## config.mk

```make
export PLATFORM = sky130hd
export DESIGN_NAME = bsli_cell
export DESIGN_NICKNAME = d
export VERILOG_FILES = /design/src/rtl/bsli_pkg.sv /design/src/rtl/bsli_cell.sv
export SDC_FILE = /design/constraint.sdc
export NUM_CORES = 1
export LEC_CHECK = 0
export BUFFER_PORTS_ARGS = -buffer_cell sky130_fd_sc_hd__buf_2
export CAP_MARGIN = 40
export CORE_AREA = 2 2 127 129
export DETAILED_ROUTE_END_ITERATION = 10
export DIE_AREA = 0 0 129 131
export PLACE_DENSITY = 0.68
export SLEW_MARGIN = 20
export SYNTH_ARGS = -nofsm -noshare
export SYNTH_HDL_FRONTEND = slang
export SYNTH_SLANG_ARGS = --single-unit
```

## constraint.sdc

```tcl
create_clock -name i_clk -period 9.9 [get_ports i_clk]
set_input_delay 2.97 -clock i_clk [delete_from_list [all_inputs] [get_ports i_clk]]
set_output_delay 2.97 -clock i_clk [all_outputs]
set_load 0.05 [all_outputs]
```

## src/rtl/bsli_pkg.sv

```systemverilog
`timescale 1ns / 1ps
// ----------------------------------------------------------------------------
// bsli_pkg
// Shared types and constants for the bounded sorted list insert block.
// ----------------------------------------------------------------------------
package bsli_pkg;

    localparam int KEY_W      = 64;  // key field width on the ports
    localparam int CNT_W      = 7;   // entry count and capacity width
    localparam int DATA_W     = 32;  // configuration data width
    localparam int ADDR_W     = 3;   // configuration byte address width

    localparam int CAPACITY_DEF  = 64;
    localparam int KEY_WIDTH_DEF = 64;

    localparam logic [CNT_W-1:0] CAPACITY_RESET = 7'd10;

    // register index, taken from the word address bits of paddr
    localparam logic REG_CAPACITY = 1'b0;

    // request codes
    localparam logic REQ_INSERT = 1'b0;
    localparam logic REQ_DUMP   = 1'b1;

    // result status codes
    localparam logic [1:0] STS_INSERTED = 2'd0;
    localparam logic [1:0] STS_OVERFLOW = 2'd1;
    localparam logic [1:0] STS_DUMPED   = 2'd2;
    localparam logic [1:0] STS_EMPTY    = 2'd3;

    typedef struct packed {
        logic             req_type;
        logic [KEY_W-1:0] key;
    } t_in_word;

    typedef struct packed {
        logic [1:0]       status;
        logic [KEY_W-1:0] entry_key;
        logic [CNT_W-1:0] entry_count;
        logic             last;
    } t_out_word;

    // command broadcast to every cell of the chain
    typedef struct packed {
        logic insert;  // place the new key, shift larger and equal keys up
        logic rotate;  // move every valid key one cell toward the head
    } t_cell_cmd;

    typedef enum logic {
        ST_IDLE,
        ST_DUMP
    } t_state;

endpackage

```

## src/rtl/bsli_cell.sv

```systemverilog
`timescale 1ns / 1ps
// ----------------------------------------------------------------------------
// bsli_cell
// One slot of the sorted chain: holds a key and its valid flag.
// ----------------------------------------------------------------------------
module bsli_cell #(
    parameter int KEY_WIDTH = bsli_pkg::KEY_WIDTH_DEF
) (
    input  logic                 i_clk,
    input  logic                 i_rst_n,
    input  bsli_pkg::t_cell_cmd  i_cmd,
    input  logic [KEY_WIDTH-1:0] i_new_key,
    input  logic [KEY_WIDTH-1:0] i_head_key,
    input  logic                 i_prev_take,
    input  logic                 i_prev_valid,
    input  logic [KEY_WIDTH-1:0] i_prev_key,
    input  logic                 i_next_valid,
    input  logic [KEY_WIDTH-1:0] i_next_key,
    output logic                 o_take,
    output logic                 o_valid,
    output logic [KEY_WIDTH-1:0] o_key
);
    import bsli_pkg::*;

    logic                 r_valid;
    logic                 n_valid;
    logic [KEY_WIDTH-1:0] r_key;
    logic [KEY_WIDTH-1:0] n_key;

    // new key belongs here or before this cell
    assign o_take  = !r_valid || (r_key >= i_new_key);
    assign o_valid = r_valid;
    assign o_key   = r_key;

    always_comb begin
        n_valid = r_valid;
        n_key   = r_key;
        if (i_cmd.insert) begin
            if (i_prev_take && i_prev_valid) begin
                // shift up from the neighbor below
                n_key   = i_prev_key;
                n_valid = 1'b1;
            end else if (o_take && !i_prev_take) begin
                n_key   = i_new_key;
                n_valid = 1'b1;
            end
        end else if (i_cmd.rotate) begin
            // last valid cell wraps the head key around
            n_key = i_next_valid ? i_next_key : i_head_key;
        end
    end

    always_ff @(posedge i_clk) begin
        if (!i_rst_n) begin
            r_valid <= 1'b0;
        end else begin
            r_valid <= n_valid;
        end
    end

    always_ff @(posedge i_clk) begin
        r_key <= n_key;
    end

endmodule

```

==> results.json <==
{
  "cp_max_fo": 3,
  "root_buffer": "clkbuf_16",
  "cts-htree-levels": 3,
  "slowest_stage": "a211oi_1",
  "r2r_start": "o_key[0]",
  "endpoint_kind": "primary output",
  "peakVddDrop_mv": 0.0791,
  "clk_pin_slew_worst_paths_ns": 0.05,
  "worst_hold_path.num_cells": 2,
  "cts-buffers-inserted": 9,
  "grt_max_degree": 77,
  "hold_ws_ns": 0.558,
  "via_per_inst": 4.97,
  "timing.critical_path.buf_inv": 3,
  "syn-mean-instance-area_um2": 9.40,
  "path_cells": "buf_2 -> ha_1 -> nand2b_4 -> a211oi_2 -> nor3_1 -> o2111a_1 -> a211oi_1 -> o211a_1 -> inv_1 -> buf_2",
  "critPathLaunchType": "primary input",
  "num_io_pins": 329,
  "rsz0062_at_grt": "no",
  "dieArea_mm2": 0.0169,
  "fin_nets": 1232,
  "first_iter_violations": 248,
  "first_pass_iters": 5,
  "dp_hpwl_mm": 14.5,
  "regToRegSetupSlack_ns": 6.99,
  "coreArea_mm2": 0.0156,
  "placementRows": 46,
  "final.setup.tns_ns": 0,
  "post_cts_buffers": 0,
  "holdPathEnd": "o_valid",
  "antenna_found_initial": 1,
  "synth_mux_area_frac": 0.114,
  "max-slew-margin-rel": 0.488,
  "grt_overflow": 0,
  "cp_slowest_stage_delay_ns": 0.34,
  "synth-compound-area-share": 0.201,
  "die_y_um": 131,
  "min_path_type": "reg2reg",
  "required_ns": 6.93,
  "drv_cap": 0,
  "synth_common_cells": "a21oi_1, a211oi_1, inv_1, nor2b_1",
  "reg2reg_depth": 11,
  "hold_buffers": 0,
  "clock-sinks": 65,
  "synthesis.nets": 923,
  "path_class": "in2out",
  "synth_top_area_cell": "edfxtp_1",
  "drc": 0,
  "power_density_mw_per_mm2": 132,
  "synth_area_leaders": "edfxtp_1, ha_1, mux2i_1, a211oi_1, a21oi_1",
  "gp_congestion": 0.839,
  "yosys.area_share.adder": 0.143,
  "yosys.area_share.xor_xnor": 0,
  "yosysWarnings": 0,
  "port_buffers": 328,
  "max_freq_mhz": 125,
  "synth_top_area_frac": 0.343,
  "critical_path.top_delay_family": "compound AO/OA/AOI/OAI gates",
  "crit_top_cell": "buf_2",
  "num_vias": 5594,
  "seq_area_frac_synth": 0.347,
  "fp.dieW_um": 129,
  "ys.flop_type": "edfxtp_1",
  "period_share": 0.806,
  "period_minus_slack_ns": 7.98,
  "clock_path_buffers": 2,
  "synth-simple-area-share": 0.126,
  "tightest_slew_ns": 0.769,
  "r2r_end": "o_key[34]",
  "synth_most_common_cell": "a21oi_1",
  "setup_viol": 0,
  "cts_resized": 0,
  "grt_usage": 0.202,
  "syn_area_mm2": 0.00560,
  "wl_per_cell_um": 15.8,
  "cts_tree": "yes",
  "synth_edf_count": 64,
  "start_util": 0.359,
  "final_core_util": 0.496,
  "clk_latency_ns": 0.33,
  "ys_ff_latch": 65,
  "async_flop_share": 0,
  "grt_pass1_vias": 5284,
  "arrival_ns": 5.01,
  "grt_pass1_wl_mm": 26.2,
  "drv_slew": 0,
  "fin_skew_ns": 0.00482,
  "synth_top_family_by_area": "compound AO/OA/AOI/OAI gates",
  "drive_gt1_frac": 0.391,
  "leakagePower_nw": 3.95,
  "area_growth_pct": 38.1,
  "syn_inst": 596,
  "postRouteAntennaNets": 0,
  "synth.distinct_cells": 34,
  "finalHoldViolCount": 0,
  "hp-start": "o_valid",
  "drt_wl_total_mm": 17.8,
  "status": "completed"
}
[sequential cells by signal (all words and copies together) (netlist names)]
signal   cells
o_valid      1
o_key       64
[stage by stage]
step,cells,setup slack (ns),power [mW],cell area [um^2]
after floorplan,596,2.42,0.598,5600
after global placement,1109,1.83,0.715,7430
after detailed placement,1110,1.83,0.723,7450
after CTS,1125,1.82,1.04,7730
after global routing,1126,1.70,1.08,7730
final,1126,1.92,1.02,7730
[how the worst max path moves through the flow]
stage                              from  endpoint  slack (ns)  depth (start not counted)
after floorplan           i_new_key[22]  o_key[0]        2.42                          8
after global placement     i_new_key[0]    o_take        1.83                         10
after detailed placement   i_new_key[0]    o_take        1.83                         10
after CTS                  i_new_key[0]    o_take        1.82                         10
after global routing      i_new_key[13]    o_take        1.70                         11
final                      i_new_key[0]    o_take        1.92                         10
[where the power goes]
group          internal [mW]  switching (mW)
clock network          0.192           0.117
registers              0.341          0.0159
logic                  0.128           0.231
total                  0.661           0.363
[layout by cell type, fill, tap and decap left out, types with 2 or more instances in the layout]
cell type | netlist | routed
buf_2 | 7 | 326
a21oi_1 | 87 | 87
a211oi_1 | 70 | 70
nor2b_1 | 66 | 66
inv_1 | 66 | 66
mux2i_1 | 64 | 64
ha_1 | 64 | 64
edfxtp_1 | 64 | 64
nand2_1 | 20 | 19
nand4_1 | 12 | 12
clkbuf_16 | 0 | 9
nor2_1 | 8 | 8
o21ai_0 | 7 | 7
buf_4 | 0 | 6
nor3_1 | 4 | 4
nand3_1 | 4 | 4
o21ai_1 | 4 | 3
clkinv_2 | 0 | 3
nand2b_1 | 2 | 2
a31oi_1 | 2 | 2
a21o_1 | 2 | 2
nor3_2 | 2 | 2
clkbuf_1 | 27 | 2
[cells by family (layout without fill, tap and decap cells)]
family                     Yosys count  in the layout
adders and majority gates           64             64
buffers and inverters              101            414
and+or+nand+nor                    122            122
DFF                                 65             65
muxes                               64             64
AOI/OAI and AO/OA                  180            180
other                                0              1
[routing by layer]
layer	vias up	GRT usage	part of all wire
li1	2825	-	-
met5	-	0	0
met4	0	0.0882	0.026
met3	26	0.0411	0.061
met1	2547	0.241	0.41
met2	196	0.355	0.50
[layout make-up]
class	count	area (um^2)
antenna	1	2.50
clock buffer	11	233
clock inverter	4	45.0
fill	1567	7860
inverter	66	248
multi-input combinational	430	3290
sequential	65	1940
tap	216	270
timing repair buffer	333	1700
[worst register-to-register path: cells and delay by family (launching register included)]
family | cells | cell delay [ns]
AOI/OAI and AO/OA | 5 | 1.22
buffers and inverters | 3 | 0.54
DFF | 1 | 0.38
and+or+nand+nor | 2 | 0.24
adders and majority gates | 1 | 0.21
No activity file was read; power rests on OpenSTA's default activity.
